[src/sv/lkvc_pkg.sv]
`timescale 1ns / 1ps

package lkvc_pkg;

    localparam int DEPTH_DEFAULT = 16;
    localparam int CAP_W         = 5;
    localparam int CAP_RESET     = 16;
    localparam int KEY_W         = 32;
    localparam int VAL_W         = 32;

    localparam logic OP_GET = 1'b0;
    localparam logic OP_PUT = 1'b1;

    typedef struct packed {
        logic             opcode;
        logic [KEY_W-1:0] lookup_key;
        logic [VAL_W-1:0] write_value;
    } t_in_item;

    typedef struct packed {
        logic             hit;
        logic [VAL_W-1:0] read_value;
    } t_out_item;

    // Broadcast from the control logic to every entry; the op strobes are already
    // qualified by the item being processed this cycle.
    typedef struct packed {
        logic promote;   // key found: move the matching entry to the front
        logic put_hit;   // key found on a put: overwrite its value
        logic put_miss;  // key absent on a put: evict, age and insert
        logic evict_en;  // store is at capacity
    } t_lane_ctl;

endpackage

[src/sv/lru_key_value_cache_top.sv]
`timescale 1ns / 1ps

// channel   direction  handshake                 payload
// in        input      i_in_valid / o_in_ready   i_in_item  (opcode, lookup_key, write_value)
// out       output     o_out_valid / i_out_ready o_out_item (hit, read_value)
// cfg       input      i_cfg_we                  i_cfg_wdata (capacity_in_use)
//
// One item per cycle while the output is not stalled. An item waits in the input
// register, where all entries compare its key in parallel; when it advances, the
// entries update their ranks and its result is registered in the output register.
// Synchronous active-low reset clears all entries; capacity returns to min(16, DEPTH).
// A stalled output holds one result while one more item waits in the input register.

module lru_key_value_cache_top #(
    parameter int DEPTH = lkvc_pkg::DEPTH_DEFAULT
) (
    input  logic                          i_clk,
    input  logic                          i_rst_n,
    input  logic                          i_in_valid,
    output logic                          o_in_ready,
    input  lkvc_pkg::t_in_item            i_in_item,
    output logic                          o_out_valid,
    input  logic                          i_out_ready,
    output lkvc_pkg::t_out_item           o_out_item,
    input  logic                          i_cfg_we,
    input  logic [lkvc_pkg::CAP_W-1:0]    i_cfg_wdata
);

    localparam int RANK_W = $clog2(DEPTH);
    localparam int OCC_W  = $clog2(DEPTH + 1);
    localparam int CMP_W  = (OCC_W > lkvc_pkg::CAP_W) ? OCC_W : lkvc_pkg::CAP_W;
    localparam logic [OCC_W-1:0] CAP_RST_EFF =
        OCC_W'((lkvc_pkg::CAP_RESET > DEPTH) ? DEPTH : lkvc_pkg::CAP_RESET);

    logic                r_in_valid;
    lkvc_pkg::t_in_item  r_in;
    logic                r_out_valid;
    lkvc_pkg::t_out_item r_out;
    lkvc_pkg::t_out_item n_out;
    logic [OCC_W-1:0]    r_cap;
    logic [OCC_W-1:0]    n_cap;
    logic [CMP_W-1:0]    cfg_ext;
    logic [OCC_W-1:0]    r_occ;

    logic                adv;
    logic                fire;
    logic                is_put;
    lkvc_pkg::t_lane_ctl ctl;

    logic [DEPTH-1:0]          match;
    logic [DEPTH-1:0]          keep;
    logic [DEPTH-1:0]          free;
    logic [DEPTH-1:0]          ins_sel;
    logic [RANK_W-1:0]         rank  [DEPTH];
    logic [lkvc_pkg::VAL_W-1:0] value [DEPTH];

    logic                       hit_any;
    logic [RANK_W-1:0]          hit_rank;
    logic [lkvc_pkg::VAL_W-1:0] hit_value;
    logic [OCC_W-1:0]           evict_rank;

    assign adv        = !r_out_valid || i_out_ready;
    assign fire       = r_in_valid && adv;
    assign o_in_ready = !r_in_valid || adv;
    assign is_put     = (r_in.opcode == lkvc_pkg::OP_PUT);

    // keys are unique among valid entries, so at most one match
    always_comb begin
        hit_rank  = '0;
        hit_value = '0;
        for (int i = 0; i < DEPTH; i++) begin
            hit_rank  = hit_rank  | (rank[i]  & {RANK_W{match[i]}});
            hit_value = hit_value | (value[i] & {lkvc_pkg::VAL_W{match[i]}});
        end
    end
    assign hit_any = |match;

    assign ctl.promote  = fire && hit_any;
    assign ctl.put_hit  = fire && is_put && hit_any;
    assign ctl.put_miss = fire && is_put && !hit_any;
    assign ctl.evict_en = (r_occ >= r_cap);
    assign evict_rank   = r_cap - OCC_W'(1);

    // lowest free slot after eviction
    assign free    = ~keep;
    assign ins_sel = free & (~free + DEPTH'(1));

    for (genvar g = 0; g < DEPTH; g++) begin : g_lane
        lkvc_lane #(
            .RANK_W (RANK_W),
            .OCC_W  (OCC_W)
        ) u_lane (
            .i_clk        (i_clk),
            .i_rst_n      (i_rst_n),
            .i_ctl        (ctl),
            .i_key        (r_in.lookup_key),
            .i_value      (r_in.write_value),
            .i_hit_rank   (hit_rank),
            .i_evict_rank (evict_rank),
            .i_ins_sel    (ins_sel[g]),
            .o_match      (match[g]),
            .o_keep       (keep[g]),
            .o_rank       (rank[g]),
            .o_value      (value[g])
        );
    end

    always_comb begin
        n_out.hit        = !is_put && hit_any;
        n_out.read_value = n_out.hit ? hit_value : '0;
    end

    // zero acts as one, anything above DEPTH saturates
    assign cfg_ext = CMP_W'(i_cfg_wdata);
    always_comb begin
        if (cfg_ext == '0) begin
            n_cap = OCC_W'(1);
        end else if (cfg_ext > CMP_W'(DEPTH)) begin
            n_cap = OCC_W'(DEPTH);
        end else begin
            n_cap = OCC_W'(cfg_ext);
        end
    end

    always_ff @(posedge i_clk) begin
        if (!i_rst_n) begin
            r_in_valid  <= 1'b0;
            r_out_valid <= 1'b0;
            r_cap       <= CAP_RST_EFF;
            r_occ       <= '0;
        end else begin
            if (o_in_ready) begin
                r_in_valid <= i_in_valid;
            end
            if (adv) begin
                r_out_valid <= r_in_valid;
            end
            if (i_cfg_we) begin
                r_cap <= n_cap;
            end
            if (ctl.put_miss) begin
                // evicting leaves exactly cap-1 entries before the insert
                r_occ <= ctl.evict_en ? r_cap : r_occ + OCC_W'(1);
            end
        end
    end

    always_ff @(posedge i_clk) begin
        if (o_in_ready && i_in_valid) begin
            r_in <= i_in_item;
        end
        if (fire) begin
            r_out <= n_out;
        end
    end

    assign o_out_valid = r_out_valid;
    assign o_out_item  = r_out;

endmodule

[src/sv/lkvc_lane.sv]
`timescale 1ns / 1ps

module lkvc_lane #(
    parameter int RANK_W = 4,
    parameter int OCC_W  = 5
) (
    input  logic                          i_clk,
    input  logic                          i_rst_n,
    input  lkvc_pkg::t_lane_ctl           i_ctl,
    input  logic [lkvc_pkg::KEY_W-1:0]    i_key,
    input  logic [lkvc_pkg::VAL_W-1:0]    i_value,
    input  logic [RANK_W-1:0]             i_hit_rank,
    input  logic [OCC_W-1:0]              i_evict_rank,
    input  logic                          i_ins_sel,
    output logic                          o_match,
    output logic                          o_keep,
    output logic [RANK_W-1:0]             o_rank,
    output logic [lkvc_pkg::VAL_W-1:0]    o_value
);

    logic                       r_valid;
    logic                       n_valid;
    logic [RANK_W-1:0]          r_rank;
    logic [RANK_W-1:0]          n_rank;
    logic [lkvc_pkg::KEY_W-1:0] r_key;
    logic [lkvc_pkg::VAL_W-1:0] r_value;

    assign o_match = r_valid && (r_key == i_key);
    // survives the eviction sweep of a put miss
    assign o_keep  = r_valid && !(i_ctl.evict_en && (OCC_W'(r_rank) >= i_evict_rank));
    assign o_rank  = r_rank;
    assign o_value = r_value;

    always_comb begin
        n_valid = r_valid;
        n_rank  = r_rank;
        if (i_ctl.promote) begin
            if (o_match) begin
                n_rank = '0;
            end else if (r_valid && (r_rank < i_hit_rank)) begin
                n_rank = r_rank + RANK_W'(1);
            end
        end else if (i_ctl.put_miss) begin
            if (i_ins_sel) begin
                n_valid = 1'b1;
                n_rank  = '0;
            end else begin
                n_valid = o_keep;
                if (o_keep) begin
                    n_rank = r_rank + RANK_W'(1);
                end
            end
        end
    end

    always_ff @(posedge i_clk) begin
        if (!i_rst_n) begin
            r_valid <= 1'b0;
            r_rank  <= '0;
        end else begin
            r_valid <= n_valid;
            r_rank  <= n_rank;
        end
    end

    always_ff @(posedge i_clk) begin
        if (i_ctl.put_miss && i_ins_sel) begin
            r_key   <= i_key;
            r_value <= i_value;
        end else if (i_ctl.put_hit && o_match) begin
            r_value <= i_value;
        end
    end

endmodule

[config.mk]
export PLATFORM = sky130hd
export DESIGN_NAME = lru_key_value_cache_top
export DESIGN_NICKNAME = d
export VERILOG_FILES = /design/src/sv/lkvc_pkg.sv /design/src/sv/lru_key_value_cache_top.sv /design/src/sv/lkvc_lane.sv
export SDC_FILE = /design/constraint.sdc
export NUM_CORES = 2
export LEC_CHECK = 0
export BUFFER_PORTS_ARGS = -buffer_cell sky130_fd_sc_hd__buf_4
export CORE_ASPECT_RATIO = 1.4
export CORE_MARGIN = 4
export CORE_UTILIZATION = 31
export DETAILED_ROUTE_END_ITERATION = 10
export HOLD_SLACK_MARGIN = 0.06
export PLACE_DENSITY = 0.44
export RECOVER_POWER = 50
export SLEW_MARGIN = 20
export SYNTH_ARGS = -nofsm -noshare
export SYNTH_HDL_FRONTEND = slang
export SYNTH_SLANG_ARGS = --single-unit
export TNS_END_PERCENT = 20
[constraint.sdc]
create_clock -name i_clk -period 10.65 [get_ports i_clk]
set_input_delay 2.6625 -clock i_clk [delete_from_list [all_inputs] [get_ports i_clk]]
set_output_delay 2.6625 -clock i_clk [all_outputs]
set_load 0.01 [all_outputs]
==> results.py <==
metrics = {
    "run_status": {
        "outcome": "complete, but fails checks",
        "failed_checks": "max-capacitance violations, max-slew violations",
    },
    "sta": {
        "max_clock_freq_mhz": 121,
        "holdWs_ns": 0.458,
        "rsz0062_at_grt": "false",
        "slew_headroom": -1.85,
        "fin_worst_skew_ns": 0.0429,
        "min_period_over_period": 0.777,
        "hold_viol_final": 0,
        "finalCriticalPeriod_ns": 8.27,
        "setup_violations": 0,
        "slew_viol_final": 1096,
        "tightest_slew_ns": 4.27,
        "fin_setup_tns_ns": 0,
    },
    "pwr": {
        "p_per_area_nw_per_um2": 168,
        "p_total_mw": 10.3,
        "p_leak_nw": 18.6,
        "vdd_drop_max_mv": 0.156,
    },
    "floorplanning": {
        "core_um2": 170000,
        "fp.dieArea_um2": 179000,
        "rows": 179,
        "ios": 110,
        "die_width_um": 359,
        "dieHeight_um": 499,
        "start_util": 0.313,
    },
    "grt": {
        "grt_pass1_vias": 33612,
        "grt_first_pass_wirelength_um": 256000,
        "track_usage": 0.199,
        "grt_max_degree": 51,
        "gr-total-overflow": 0,
        "antenna_found_initial": 3,
    },
    "clocking": {
        "cts_resized": 0,
        "cts_max_level": 4,
        "cts-buffers-inserted": 133,
        "cts_hold_buf": 0,
        "clock-root-buffer": "clkbuf_16",
        "cts.sink_count": 1214,
        "cts_tree": "built",
        "worstSkewPairLatency_ns": 0.78,
        "post-cts-setup-buffers": 0,
        "cts.reportedPaths.clkPinSlew_ns": 0.06,
        "clockBufferDepth": 3,
    },
    "yosys": {
        "synth_cell_types": 99,
        "synthCells": 3664,
        "yosysMostFrequentCell": "edfxtp_1",
        "netlist_area_um2": 53300,
        "syn_nets": 3842,
        "synth_common_cells": "edfxtp_1 (1,122), xnor2_1 (462), nand4_1 (250)",
        "postSynthAreaPerCell_um2": 14.6,
        "synth-edff-count": 1122,
        "ys_seq_area_frac": 0.666,
        "ys_warn_count": 0,
        "ys_ff_latch": 1214,
        "async_reset_ff_frac": 0,
        "synth_flop_cell": "edfxtp_1",
        "yosys-top-cells-area": "edfxtp_1 (63%), xnor2_1 (7.6%), dfxtp_1 (3.5%)",
        "netlist.area_leader.share": 0.632,
        "synth_top_cell_by_area": "edfxtp_1",
    },
    "setup_path": {
        "slowest_stage": "clkbuf_1",
        "start_kind": "register",
        "cp_data_arrival_time_ns": 8.67,
        "path_cells": "clkbuf_1, xnor2_1, nand4_1, nor4_2, and3_2, buf_4, or4_4, o41ai_4, nand3_4, buf_4, nor2_4, a21o_2, buf_4",
        "critPathMaxFanout": 37,
        "crit_cells": 13,
        "crit_path_frequent_cell": "buf_4",
        "endpoint_kind": "register",
        "critPathTopFamily": "buffers and inverters",
        "cp_slowest_stage_delay_ns": 2.10,
        "criticalPathCategory": "reg2reg",
        "critPathRequiredTime_ns": 11.04,
        "path_buf_inv": 4,
        "ff2ff_path_depth": 13,
    },
    "placement": {
        "port_buffers": 109,
        "gp_congestion": 0.907,
        "post-dp-hpwl_um": 113000,
    },
    "detailed_routing": {
        "via_per_inst": 5.39,
        "drt-total-wl_um": 181000,
        "ant_nets": 0,
        "drt-initial-drc-count": 2703,
        "wl_per_cell_um": 29.1,
        "drc": 0,
        "vias": 33576,
        "dr.pass1.iters": 5,
    },
    "layout": {
        "nets": 4034,
        "syn_to_final_growth_pct": 14.5,
        "drive_above_1_share": 0.118,
    },
    "hold_path": {
        "hold_path_depth": 2,
        "hold_path_class": "reg2reg",
    },
    "run": {
        "max_cap_viol_count": 37,
    },
}
==> power by group <==
group	switching [mW]	internal, mW	leakage (nW)
clock network	1.99	2.57	2.08
logic	0.289	0.132	5.68
registers	0.0430	5.25	10.9
total	2.32	7.94	18.6
==> metrics by stage <==
stage	std cells	util	instance area [µm²]	setup WS [ns]
floorplan	3664	-	53300	2.21
global placement	5978	0.334	56900	3.96
detailed placement	5979	0.334	57000	3.91
CTS	6222	0.359	61200	3.84
global route	6227	0.358	61100	1.95
finish	6227	0.358	61100	2.38
==> registers in the layout, indices dropped and copies added (netlist names) <==
signal                 count
g_lane.u_lane.r_valid     16
o_out_valid                1
r_cap                      5
g_lane.u_lane.o_value    512
o_out_item                33
r_occ                      5
r_in                      64
r_in_valid                 1
is_put                     1
g_lane.u_lane.r_key      512
g_lane.u_lane.o_rank      64
==> worst paths after layout <==
check,from,endpoint,slack (ns)
max,r_in[35]$_DFFE_PP_,g_lane[8].u_lane.o_value[17]$_DFFE_PP_,2.38
min,g_lane[13].u_lane.r_valid$_SDFFE_PN0P_,g_lane[13].u_lane.r_valid$_SDFFE_PN0P_,0.46
max reg2reg,r_in[35]$_DFFE_PP_,g_lane[8].u_lane.o_value[17]$_DFFE_PP_,2.38
min reg2reg,g_lane[13].u_lane.r_valid$_SDFFE_PN0P_,g_lane[13].u_lane.r_valid$_SDFFE_PN0P_,0.46
==> per-layer routing <==
metal  routed length (µm)  vias up  GRT usage
li1                     -    14891          -
met1                76600    17412      0.255
met2                88900      948      0.338
met3                 7050      325     0.0234
met4                 8500        0     0.0898
met5                    0        -          0
==> layout make-up <==
cell class,count,area [µm²]
flip-flops and latches,1214,35500
fillers,16301,109000
clock buffers,166,3510
diodes,1,2.50
inverters,81,304
multi-input cells,2203,16600
repair buffers,223,1510
well taps,2262,2830
clock inverters,77,742
==> cell families after synthesis <==
| group | share of synthesized area |
|---|---|
| flip-flops | 0.666 |
| AND/OR/NAND/NOR | 0.101 |
| AO/OA/AOI/OAI | 0.0912 |
| XOR/XNOR | 0.0826 |
| buffers and inverters | 0.0263 |
| adder cells (fa/ha/maj) | 0.0299 |
| multiplexers | 0.00230 |
==> worst reg2reg max path, stage by stage (launching register included) <==
cell and delay, ns:
edfxtp_1 0.32, clkbuf_1 2.10, xnor2_1 0.52, nand4_1 0.26, nor4_2 0.12, and3_2 0.22, buf_4 0.31, or4_4 0.71
o41ai_4 0.78, nand3_4 0.36, buf_4 0.45, nor2_4 0.94, a21o_2 0.18, buf_4 0.56
==> cells in the final DEF (no fill, tap or decap), types with 37 or more instances in the layout <==
cell type	count
dfxtp_1	92
nor2_1	107
xor2_1	37
nand2b_1	62
a221oi_1	121
a22o_1	121
buf_4	105
inv_1	80
ha_1	103
o21ai_0	51
clkbuf_1	90
xnor2_1	460
nand4_1	250
nand3_1	90
clkbuf_4	51
edfxtp_1	1122
nand2_1	131
clkbuf_16	134
a21oi_1	87
nor3_1	49
nor4_1	37
Note: power is estimated with default switching activity, not from simulation.
